File: config.mk
export PLATFORM = sky130hd
export DESIGN_NAME = text_console_writer
export DESIGN_NICKNAME = d
export VERILOG_FILES = /design/src/rtl/core/tcw_pkg.sv /design/src/rtl/core/text_console_writer.sv
export SDC_FILE = /design/constraint.sdc
export NUM_CORES = 1
export LEC_CHECK = 0
export BUFFER_PORTS_ARGS = -buffer_cell sky130_fd_sc_hd__buf_2
export CORE_ASPECT_RATIO = 0.6
export CORE_UTILIZATION = 56
export CTS_CLUSTER_DIAMETER = 150
export DETAILED_ROUTE_END_ITERATION = 8
export PLACE_DENSITY = 0.8
export SKIP_CTS_REPAIR_TIMING = 1
export SYNTH_ARGS = -nofsm -noshare
export SYNTH_HDL_FRONTEND = slang
export SYNTH_SLANG_ARGS = --single-unit
File: constraint.sdc
create_clock -name aclk -period 4.5 [get_ports aclk]
set_input_delay 0.675 -clock aclk [delete_from_list [all_inputs] [get_ports aclk]]
set_output_delay 0.675 -clock aclk [all_outputs]
set_load 0.05 [all_outputs]
File: src/rtl/core/tcw_pkg.sv
// ----------------------------------------------------------------------------
// tcw_pkg
// Shared constants for the text console writer: character codes and the
// bit layout of the result word.
// ----------------------------------------------------------------------------
package tcw_pkg;

    localparam logic [7:0]  NEWLINE_CODE = 8'h0A;
    localparam logic [7:0]  SPACE_CODE   = 8'h20;
    localparam logic [7:0]  ATTR_RESET   = 8'h07;

    // result tdata layout, lowest bit first
    localparam int CUR_IDX_LSB   = 0;
    localparam int CUR_IDX_W     = 11;
    localparam int CUR_ROW_LSB   = 11;
    localparam int CUR_ROW_W     = 5;
    localparam int CUR_COL_LSB   = 16;
    localparam int CUR_COL_W     = 7;
    localparam int CELL_IDX_LSB  = 23;
    localparam int CELL_IDX_W    = 11;
    localparam int CELL_VAL_LSB  = 34;
    localparam int CELL_VAL_W    = 16;
    localparam int M_TDATA_W     = 56;

    // result tuser layout
    localparam int USR_WRITTEN   = 0;
    localparam int USR_SCROLLED  = 1;
    localparam int M_TUSER_W     = 2;

endpackage

File: src/rtl/core/text_console_writer.sv
// ----------------------------------------------------------------------------
// text_console_writer
// Character stream to text-mode cell store, with cursor tracking and scroll.
// ----------------------------------------------------------------------------
// Each input word carries one character byte. A newline (0x0A) moves the
// cursor to column 0 of the next row; any other byte is written at the cursor
// as {attribute, character} and the column advances, wrapping to the next row
// after the last column. Moving past the last row scrolls the screen up one
// row and blanks the bottom row with spaces in the current attribute. One
// result word is returned per input word with the new cursor, the written
// cell (if any) and a scroll flag. An ordinary character or a newline that
// does not scroll is taken while the result slot is free, and the next word
// may follow at once. For an item that scrolls, the single-port-read cell RAM
// copies rows 1..ROWS-1 up one cell per cycle, then the bottom row is written
// one cell per cycle. The result of a scrolling item is presented right away;
// the next input waits for the copy and the blanking. After reset a clearing
// pass writes every cell to 0x0720, during which no input is taken;
// attribute writes are accepted at any time.
// ----------------------------------------------------------------------------
module text_console_writer
    import tcw_pkg::*;
#(
    parameter int COLUMNS = 80,
    parameter int ROWS    = 25
) (
    input  logic                 aclk,
    input  logic                 aresetn,

    // input stream: tdata[7:0] = char_code
    input  logic                 s_axis_tvalid,
    output logic                 s_axis_tready,
    input  logic [7:0]           s_axis_tdata,

    // result stream:
    // tdata[10:0] cursor_index, [15:11] cursor_row, [22:16] cursor_col,
    //      [33:23] cell_index, [49:34] cell_value, [55:50] zero
    output logic                 m_axis_tvalid,
    input  logic                 m_axis_tready,
    output logic [M_TDATA_W-1:0] m_axis_tdata,
    // tuser[0] cell_written, [1] scrolled
    output logic [M_TUSER_W-1:0] m_axis_tuser,

    // attribute register write: cfg_data = text_attribute
    input  logic                 cfg_valid,
    output logic                 cfg_ready,
    input  logic [7:0]           cfg_data
);

    localparam int CELL_COUNT = ROWS * COLUMNS;
    localparam int COPY_COUNT = CELL_COUNT - COLUMNS;
    localparam int ADDR_W     = $clog2(CELL_COUNT);
    localparam int COL_W      = $clog2(COLUMNS);
    localparam int ROW_W      = $clog2(ROWS);

    typedef enum logic [3:0] {
        ST_CLEAR = 4'b0001,   // post-reset fill with blanks
        ST_IDLE  = 4'b0010,   // take characters
        ST_COPY  = 4'b0100,   // move rows 1..ROWS-1 up by one
        ST_BLANK = 4'b1000    // fill bottom row with spaces
    } state_t;

    // ------------------------------------------------------------------
    // registers
    // ------------------------------------------------------------------
    state_t                 state_reg, state_next;
    logic [ADDR_W-1:0]      cnt_reg, cnt_next;        // sweep address
    logic                   pend_reg, pend_next;      // copy write pending
    logic [ADDR_W-1:0]      pend_addr_reg, pend_addr_next;
    logic [ROW_W-1:0]       row_reg, row_next;
    logic [COL_W-1:0]       col_reg, col_next;
    logic [7:0]             attr_reg, attr_next;
    logic [7:0]             scroll_attr_reg, scroll_attr_next;

    logic                   m_valid_reg, m_valid_next;
    logic [M_TDATA_W-1:0]   m_data_reg, m_data_next;
    logic [M_TUSER_W-1:0]   m_user_reg, m_user_next;

    // ------------------------------------------------------------------
    // cell RAM: one write port, one registered read port
    // ------------------------------------------------------------------
    logic [15:0]            cell_mem [CELL_COUNT];
    logic [15:0]            mem_rdata_reg;
    logic                   mem_we;
    logic [ADDR_W-1:0]      mem_waddr;
    logic [15:0]            mem_wdata;
    logic [ADDR_W-1:0]      mem_raddr;

    always_ff @(posedge aclk) begin
        if (mem_we) begin
            cell_mem[mem_waddr] <= mem_wdata;
        end
        mem_rdata_reg <= cell_mem[mem_raddr];
    end

    // ------------------------------------------------------------------
    // cursor arithmetic for the word being taken
    // ------------------------------------------------------------------
    logic                   in_fire;
    logic                   out_free;
    logic                   is_newline;
    logic                   last_col;
    logic                   last_row;
    logic                   adv_row;
    logic                   do_scroll;
    logic [ROW_W-1:0]       new_row;
    logic [COL_W-1:0]       new_col;
    logic [ADDR_W-1:0]      wr_idx;
    logic [ADDR_W-1:0]      new_pos;
    logic [31:0]            new_pos_w;
    logic [31:0]            new_row_w;
    logic [31:0]            new_col_w;
    logic [31:0]            wr_idx_w;
    logic [15:0]            char_cell;

    assign out_free      = !m_valid_reg || m_axis_tready;
    assign s_axis_tready = (state_reg == ST_IDLE) && out_free;
    assign in_fire       = s_axis_tvalid && s_axis_tready;
    assign cfg_ready     = 1'b1;

    assign is_newline = (s_axis_tdata == NEWLINE_CODE);
    assign last_col   = (col_reg == COL_W'(COLUMNS - 1));
    assign last_row   = (row_reg == ROW_W'(ROWS - 1));
    assign adv_row    = is_newline || last_col;
    assign do_scroll  = adv_row && last_row;
    assign new_col    = adv_row ? '0 : col_reg + 1'b1;
    assign new_row    = (adv_row && !last_row) ? row_reg + 1'b1 : row_reg;

    // row * COLUMNS + col; constant multiply, narrow
    assign wr_idx  = ADDR_W'(row_reg) * ADDR_W'(COLUMNS) + ADDR_W'(col_reg);
    assign new_pos = ADDR_W'(new_row) * ADDR_W'(COLUMNS) + ADDR_W'(new_col);

    // fields are masked to their port widths for large geometries
    assign new_pos_w = 32'(new_pos);
    assign new_row_w = 32'(new_row);
    assign new_col_w = 32'(new_col);
    assign wr_idx_w  = 32'(wr_idx);
    assign char_cell = {attr_reg, s_axis_tdata};

    // ------------------------------------------------------------------
    // control
    // ------------------------------------------------------------------
    always_comb begin
        state_next       = state_reg;
        cnt_next         = cnt_reg;
        pend_next        = pend_reg;
        pend_addr_next   = pend_addr_reg;
        row_next         = row_reg;
        col_next         = col_reg;
        attr_next        = attr_reg;
        scroll_attr_next = scroll_attr_reg;
        m_valid_next     = m_valid_reg;
        m_data_next      = m_data_reg;
        m_user_next      = m_user_reg;

        mem_we    = 1'b0;
        mem_waddr = cnt_reg;
        mem_wdata = {ATTR_RESET, SPACE_CODE};
        mem_raddr = cnt_reg + ADDR_W'(COLUMNS);

        if (cfg_valid && cfg_ready) begin
            attr_next = cfg_data;
        end

        if (m_valid_reg && m_axis_tready) begin
            m_valid_next = 1'b0;
        end

        case (state_reg)
            ST_CLEAR: begin
                mem_we    = 1'b1;
                mem_waddr = cnt_reg;
                mem_wdata = {ATTR_RESET, SPACE_CODE};
                if (cnt_reg == ADDR_W'(CELL_COUNT - 1)) begin
                    cnt_next   = '0;
                    state_next = ST_IDLE;
                end else begin
                    cnt_next = cnt_reg + 1'b1;
                end
            end

            ST_IDLE: begin
                if (in_fire) begin
                    if (!is_newline) begin
                        mem_we    = 1'b1;
                        mem_waddr = wr_idx;
                        mem_wdata = char_cell;
                    end
                    row_next = new_row;
                    col_next = new_col;

                    m_valid_next = 1'b1;
                    m_data_next  = '0;
                    m_data_next[CUR_IDX_LSB +: CUR_IDX_W] = new_pos_w[CUR_IDX_W-1:0];
                    m_data_next[CUR_ROW_LSB +: CUR_ROW_W] = new_row_w[CUR_ROW_W-1:0];
                    m_data_next[CUR_COL_LSB +: CUR_COL_W] = new_col_w[CUR_COL_W-1:0];
                    if (!is_newline) begin
                        m_data_next[CELL_IDX_LSB +: CELL_IDX_W] = wr_idx_w[CELL_IDX_W-1:0];
                        m_data_next[CELL_VAL_LSB +: CELL_VAL_W] = char_cell;
                    end
                    m_user_next               = '0;
                    m_user_next[USR_WRITTEN]  = !is_newline;
                    m_user_next[USR_SCROLLED] = do_scroll;

                    if (do_scroll) begin
                        // blank row uses the attribute in force now
                        scroll_attr_next = attr_reg;
                        cnt_next         = '0;
                        pend_next        = 1'b0;
                        state_next       = ST_COPY;
                    end
                end
            end

            ST_COPY: begin
                // read cell cnt+COLUMNS now, write it to cnt in the next cycle
                mem_raddr      = cnt_reg + ADDR_W'(COLUMNS);
                mem_we         = pend_reg;
                mem_waddr      = pend_addr_reg;
                mem_wdata      = mem_rdata_reg;
                pend_next      = 1'b1;
                pend_addr_next = cnt_reg;
                cnt_next       = cnt_reg + 1'b1;
                if (cnt_reg == ADDR_W'(COPY_COUNT - 1)) begin
                    state_next = ST_BLANK;
                end
            end

            ST_BLANK: begin
                mem_we = 1'b1;
                if (pend_reg) begin
                    // drain the last copy first
                    mem_waddr = pend_addr_reg;
                    mem_wdata = mem_rdata_reg;
                    pend_next = 1'b0;
                end else begin
                    mem_waddr = cnt_reg;
                    mem_wdata = {scroll_attr_reg, SPACE_CODE};
                    if (cnt_reg == ADDR_W'(CELL_COUNT - 1)) begin
                        cnt_next   = '0;
                        state_next = ST_IDLE;
                    end else begin
                        cnt_next = cnt_reg + 1'b1;
                    end
                end
            end

            default: begin
                state_next = ST_CLEAR;
                cnt_next   = '0;
            end
        endcase
    end

    always_ff @(posedge aclk) begin
        if (!aresetn) begin
            state_reg   <= ST_CLEAR;
            cnt_reg     <= '0;
            pend_reg    <= 1'b0;
            row_reg     <= '0;
            col_reg     <= '0;
            attr_reg    <= ATTR_RESET;
            m_valid_reg <= 1'b0;
        end else begin
            state_reg   <= state_next;
            cnt_reg     <= cnt_next;
            pend_reg    <= pend_next;
            row_reg     <= row_next;
            col_reg     <= col_next;
            attr_reg    <= attr_next;
            m_valid_reg <= m_valid_next;
        end
    end

    // payload, no reset
    always_ff @(posedge aclk) begin
        pend_addr_reg   <= pend_addr_next;
        scroll_attr_reg <= scroll_attr_next;
        m_data_reg      <= m_data_next;
        m_user_reg      <= m_user_next;
    end

    assign m_axis_tvalid = m_valid_reg;
    assign m_axis_tdata  = m_data_reg;
    assign m_axis_tuser  = m_user_reg;

endmodule

# Word level (Yosys, flattened, before mapping)
# Index checks and enable logic that the tools add are counted.
# W data, S select, Z words.
dict set report word_totals {
  out_inout_bits 61
  in_bits 21
  word_cells 64
  reg_bits 89
}
dict set report op_classes {
  muxes 19
  reduce_logical 15
  n_addsub 5
  n_mul 2
  n_eq_ne 13
}
# cell count
set ops {}
lappend ops {{$mux W11} 4}
lappend ops {{$pmux W11 S4} 1}
lappend ops {{$add A11 B7 Y11} 2}
lappend ops {{$eq A11 B11 Y1 const B} 2}
lappend ops {{$mux W4} 5}
lappend ops {{$pmux W4 S4} 1}
lappend ops {{$mul A5 B3 Y7 const B} 2}
lappend ops {{$add A11 B1 Y11 const B} 1}
lappend ops {{$eq A8 B4 Y1 const B} 1}
lappend ops {{$ne A2 B2 Y1 const B} 4}
lappend ops {{$add A7 B1 Y7 const B} 1}
lappend ops {{$eq A7 B7 Y1 const B} 1}
lappend ops {{$mux W7} 1}
lappend ops {{$reduce_and A3 Y1} 2}
lappend ops {{$add A5 B1 Y5 const B} 1}
lappend ops {{$eq A5 B5 Y1 const B} 1}
lappend ops {{$logic_and A1 B1 Y1} 5}
lappend ops {{$mux W1} 5}
lappend ops {{$mux W5} 1}
lappend ops {{$eq A4 B1 Y1 const B} 1}
lappend ops {{$eq A4 B2 Y1 const B} 1}
lappend ops {{$eq A4 B3 Y1 const B} 1}
lappend ops {{$eq A4 B4 Y1 const B} 1}
lappend ops {{$reduce_and A4 Y1} 1}
lappend ops {{other kinds (5)} 8}

# Depth between registers and ports, before layout
dict set report depth {
  word_depth 6
  depth_mapped 14
  mapped_depth_nobuf 13
}

# Least setup slack after synthesis
# No wires, ideal clock.
dict set report synth_path {
  path_kind {input port to flip-flop}
  start {input s_axis_tdata[0]}
  end {register m_data_reg[10], in the netlist m_axis_tdata[10], data pin}
  n_path_buf 1
  stages 13
  path_slack_ns 0.860
  arrival_time_ns 3.376
  cell_sequence {nor4bb_1 > and2_1 > inv_1 > clkbuf_1 > a211oi_1 > xor2_1 > ha_1 > ha_1 > fa_1 > xor2_1 > nand4_1 > xnor2_1 > xnor2_1}
}
dict set report synth_via {
  elab_chain_len 6
  word_cells_on_any_way 7
  cone_classes {add/sub: 1; mul: 1; eq/ne: 1; mux: 2; reduce/logical: 2}
}
# element line_no
set synth_rtl {}
lappend synth_rtl {{start, declared} text_console_writer.sv:32} ;# input logic [7:0] s_axis_tdata,
lappend synth_rtl {{$eq A8 B4 Y1} text_console_writer.sv:120} ;# assign is_newline = (s_axis_tdata == NEWLINE_CODE);
lappend synth_rtl {{$logic_or A1 B1 Y1} text_console_writer.sv:123} ;# assign adv_row = is_newline || last_col;
lappend synth_rtl {{$logic_and A1 B1 Y1} text_console_writer.sv:126} ;# assign new_row = (adv_row && !last_row) ? row_reg + 1'b1 : row_reg;
lappend synth_rtl {{$mux W5} text_console_writer.sv:126}
lappend synth_rtl {{named net new_row[3]} text_console_writer.sv:105} ;# logic [ROW_W-1:0] new_row;
lappend synth_rtl {{$mul A5 B3 Y7} text_console_writer.sv:130} ;# assign new_pos = ADDR_W'(new_row) * ADDR_W'(COLUMNS) + ADDR_W'(new_col);
lappend synth_rtl {{$add A11 B7 Y11} text_console_writer.sv:130}
lappend synth_rtl {{named net new_pos[10]} text_console_writer.sv:108} ;# logic [ADDR_W-1:0] new_pos;
lappend synth_rtl {{end signal, assigned} text_console_writer.sv:278} ;# m_data_reg <= m_data_next;
lappend synth_rtl {{end, declared} text_console_writer.sv:75} ;# logic [M_TDATA_W-1:0] m_data_reg, m_data_next;
# The timed path passes the listed nets, and every way through them passes these cells.
# A chain may end at the register's enable or synchronous reset.

# Final worst setup path
dict set report layout_path {
  start {register col_reg[0]}
  end {register m_data_reg[10], in the netlist m_axis_tdata[10], data pin}
}
dict set report layout_via {
  elab_chain_len 6
  word_cells_on_any_way 8
  cone_classes {add/sub: 2; mul: 1; eq/ne: 1; mux: 2; reduce/logical: 2}
}
# element line_no
set layout_rtl {}
lappend layout_rtl {{start, declared} text_console_writer.sv:70} ;# logic [COL_W-1:0] col_reg, col_next;
lappend layout_rtl {{start signal, assigned} text_console_writer.sv:268} ;# col_reg <= col_next;
lappend layout_rtl {{$eq A7 B7 Y1} text_console_writer.sv:121} ;# assign last_col = (col_reg == COL_W'(COLUMNS - 1));
lappend layout_rtl {{$logic_or A1 B1 Y1} text_console_writer.sv:123}
lappend layout_rtl {{$logic_and A1 B1 Y1} text_console_writer.sv:126}
lappend layout_rtl {{$mux W5} text_console_writer.sv:126}
lappend layout_rtl {{named net new_row[1]} text_console_writer.sv:105}
lappend layout_rtl {{$mul A5 B3 Y7} text_console_writer.sv:130}
lappend layout_rtl {{$add A11 B7 Y11} text_console_writer.sv:130}
lappend layout_rtl {{named net new_pos[10]} text_console_writer.sv:108}
# The timed path passes the listed nets, and every way through them passes these cells.

==> metrics <==
status finished, final reports clean; sequential element share of the synthesized area 0.493; H-Tree Level Count 3; first-pass GRT wire length 15.6 mm; R2R depth 13; register bit total from synthesis 85; YS warnings 0; HP Class reg2reg; RD Place Congestion 0.894; Max-cap violations 0; Clock Root Buffer clkbuf_16; NetSw 330 uW; post-layout net count about 530; hold worst-path end attr_reg[2]$_SDFFE_PN1P_; pwr dens 336 mW/mm^2; WL final a little under 10 mm; most common flop cell mapped by yosys edfxtp_1; Total Neg Setup Slack 0 ns; # setup viols final 0; Clock Tree Buf Depth 2; clock skew after layout just over 0.006 ns; uppermost layer routed met4; internal power 1.40 mW; layout cell share with drive strength beyond 1 0.218; vias in the first global route 3185; worst path required time 4.58 ns; synthesized instance count 423; Met3 Routed Length 837 microns; DRT Pass-1 Iters 5; RSZ-0062 raised after global routing false; I/O pins 82; DRC viols 0; R2R setup slack 0.45 ns; cts bufs inserted 9; WL/cell 16.4 microns; largest net degree at the start of global routing 34; max reg flops 46; number of enable flip-flop cells after synthesis 48; WS Path Type reg2reg; fmax 247 MHz; Die ar. between 0.008 and 0.009 sq mm; commonest non-fill, non-tap cells in the layout buf_2 (74), edfxtp_1 (48), nand2_1 (39); # diodes 0; post-layout instance area 0.00513 sq mm; final hold viol count 0; VDD IR max roughly 0.00021 V; Area after DPL 0.00478 sq mm; DR vias 3442; sequential share of power 0.478; row cnt 24; Layout area overhead 15.9%; PortBufs 74; Worst Setup Start Kind flop; Pleak 1.96 nW; Clk network pwr share 0.494; hold_sp attr_reg[2]$_SDFFE_PN1P_; Met2 Wirelength 4.11 mm; Mean Syn Cell Area 10.5 sq um; switch share 0.191; fin. max-slew vios 0; Final ANT Viol Nets 0; die height slightly above 70 microns; asr flop ratio synth 0; initial antenna violation count 0; Die Wd 117 microns; CP endpoint kind flop; critical path data arrival time 4.13 ns; grt ovf 0; combinational share of power 0.029; Finished Core Util 0.690; DR vias/cell 5.83; Global Route Usage Sum 0.251; Max FO, Critical Path 9; Critical R2R Launch col_reg[0]$_SDFFE_PN0P_; Core Region 0.00745 sq mm; Worst R2R End m_axis_tdata[10]$_DFFE_PP_; Reg clk slew, reported paths 0.06 ns; max_slew headroom 0.312; clock latency on the worst-skew pair 0.34 ns; Final Cycle Share 0.900; routed metal-1 wire length about 4.5 mm; Final Critical Period 4.05 ns; Post-DP HPWL around 7 mm; CTS Sinks 85; most common cell after layout, fill and taps aside buf_2; Synth cell types 58; hold path cells 2; TritonCTS clock tree yes; DRT iter0 DRCs 298; cell area after synthesis 0.00443 sq mm; worst slew pin tran 1.03 ns; Initial Util 0.595
-- per-layer routing --
| metal | global-route usage | up-vias |
|---|---|---|
| li1 | - | 1628 |
| met4 | 0.0844 | 0 |
| met1 | 0.352 | 1621 |
| met3 | 0.0754 | 19 |
| met2 | 0.370 | 174 |
| met5 | 0 | - |
-- logic make-up (layout without fill, tap and decap cells) --
logic type,Yosys count,in the layout,synth area share
compound gates,66,66,0.101
xor+xnor,26,26,0.0514
fa+ha+maj,25,25,0.0774
buf+inv,44,102,0.0497
flops,85,85,0.493
mux,10,10,0.0226
other cells,2,7,0.00170
simple gates,165,165,0.203
-- cells in the mapped netlist, types with 2 or more instances --
library cell	n	area share
nor4_1	7	0.0099
conb_1	2	0.0017
a211oi_1	5	0.0085
edfxtp_1	48	0.33
fa_1	4	0.018
xnor2_1	14	0.028
o211ai_1	4	0.0068
nand4_1	13	0.018
a21oi_2	2	0.0040
nand4b_1	2	0.0040
nor2_1	30	0.025
nand2_1	39	0.033
buf_2	5	0.0056
mux2i_1	10	0.023
buf_4	11	0.019
o31ai_1	2	0.0034
o21a_1	2	0.0034
nor2b_1	4	0.0056
or3_1	5	0.0071
inv_1	8	0.0068
dfxtp_1	37	0.17
o21ai_0	12	0.014
nor4b_1	2	0.0040
xor2_1	12	0.024
clkbuf_1	17	0.014
nand2b_1	5	0.0071
and3_1	3	0.0042
a31oi_1	3	0.0042
nand3_1	10	0.011
nand3b_1	3	0.0051
nor4bb_1	2	0.0045
ha_1	21	0.059
a21oi_1	21	0.024
o22ai_1	3	0.0042
nor3_1	9	0.010
or2_2	2	0.0028
a21o_1	5	0.0085
and2_1	19	0.027
-- critical path, stage by stage, from the launching register on --
cell and delay (ns):
dfxtp_1 0.43, ha_1 0.27, nand3_2 0.15, or4b_4 0.65, a21oi_2 0.30, nand2_1 0.08
o21ai_0 0.27, ha_1 0.35, ha_1 0.23, fa_1 0.38, xor2_1 0.24, nand4_1 0.16
xnor2_1 0.17, xnor2_1 0.12
-- power groups by stage --
stage	clock (mW)	sequential (mW)	combinational, mW
final	0.853	0.825	0.0496
after CTS	0.868	0.825	0.0495
after detailed placement	0	0.842	0.0493
after global routing	0.905	0.825	0.0538
after global placement	0	0.841	0.0470
after floorplan	0	0.841	0.0408
-- metrics by stage --
step                      instances  setup slack [ns]  hold slack [ns]  total power [mW]
after floorplan                 428             0.860            0.433             0.881
after global placement          574             0.709            0.447             0.888
final                           590             0.450            0.477              1.73
after CTS                       590             0.479            0.482              1.74
after global routing            590             0.226            0.505              1.78
after detailed placement        574             0.495            0.467             0.891
-- final cells by class --
cell class / count / area (sq um)
clock inverters: 5 / 108
multi-input cells: 299 / 2050
clock buffers: 11 / 243
flip-flops and latches: 85 / 2180
fillers: 577 / 2310
inverters: 9 / 33.8
well taps: 104 / 130
repair buffers: 77 / 393
-- worst max-delay path by stage --
stage | startpoint | end | slack (ns) | cells past startpoint
after floorplan | s_axis_tdata[0] | m_axis_tdata[10]$_DFFE_PP_ | 0.86 | 13
after global placement | col_reg[0]$_SDFFE_PN0P_ | m_axis_tdata[10]$_DFFE_PP_ | 0.71 | 13
after detailed placement | col_reg[0]$_SDFFE_PN0P_ | m_axis_tdata[10]$_DFFE_PP_ | 0.50 | 13
after CTS | col_reg[0]$_SDFFE_PN0P_ | m_axis_tdata[10]$_DFFE_PP_ | 0.48 | 13
after global routing | col_reg[0]$_SDFFE_PN0P_ | m_axis_tdata[10]$_DFFE_PP_ | 0.23 | 12
final | col_reg[0]$_SDFFE_PN0P_ | m_axis_tdata[10]$_DFFE_PP_ | 0.45 | 13
Note: power is estimated with default switching activity, not from simulation.
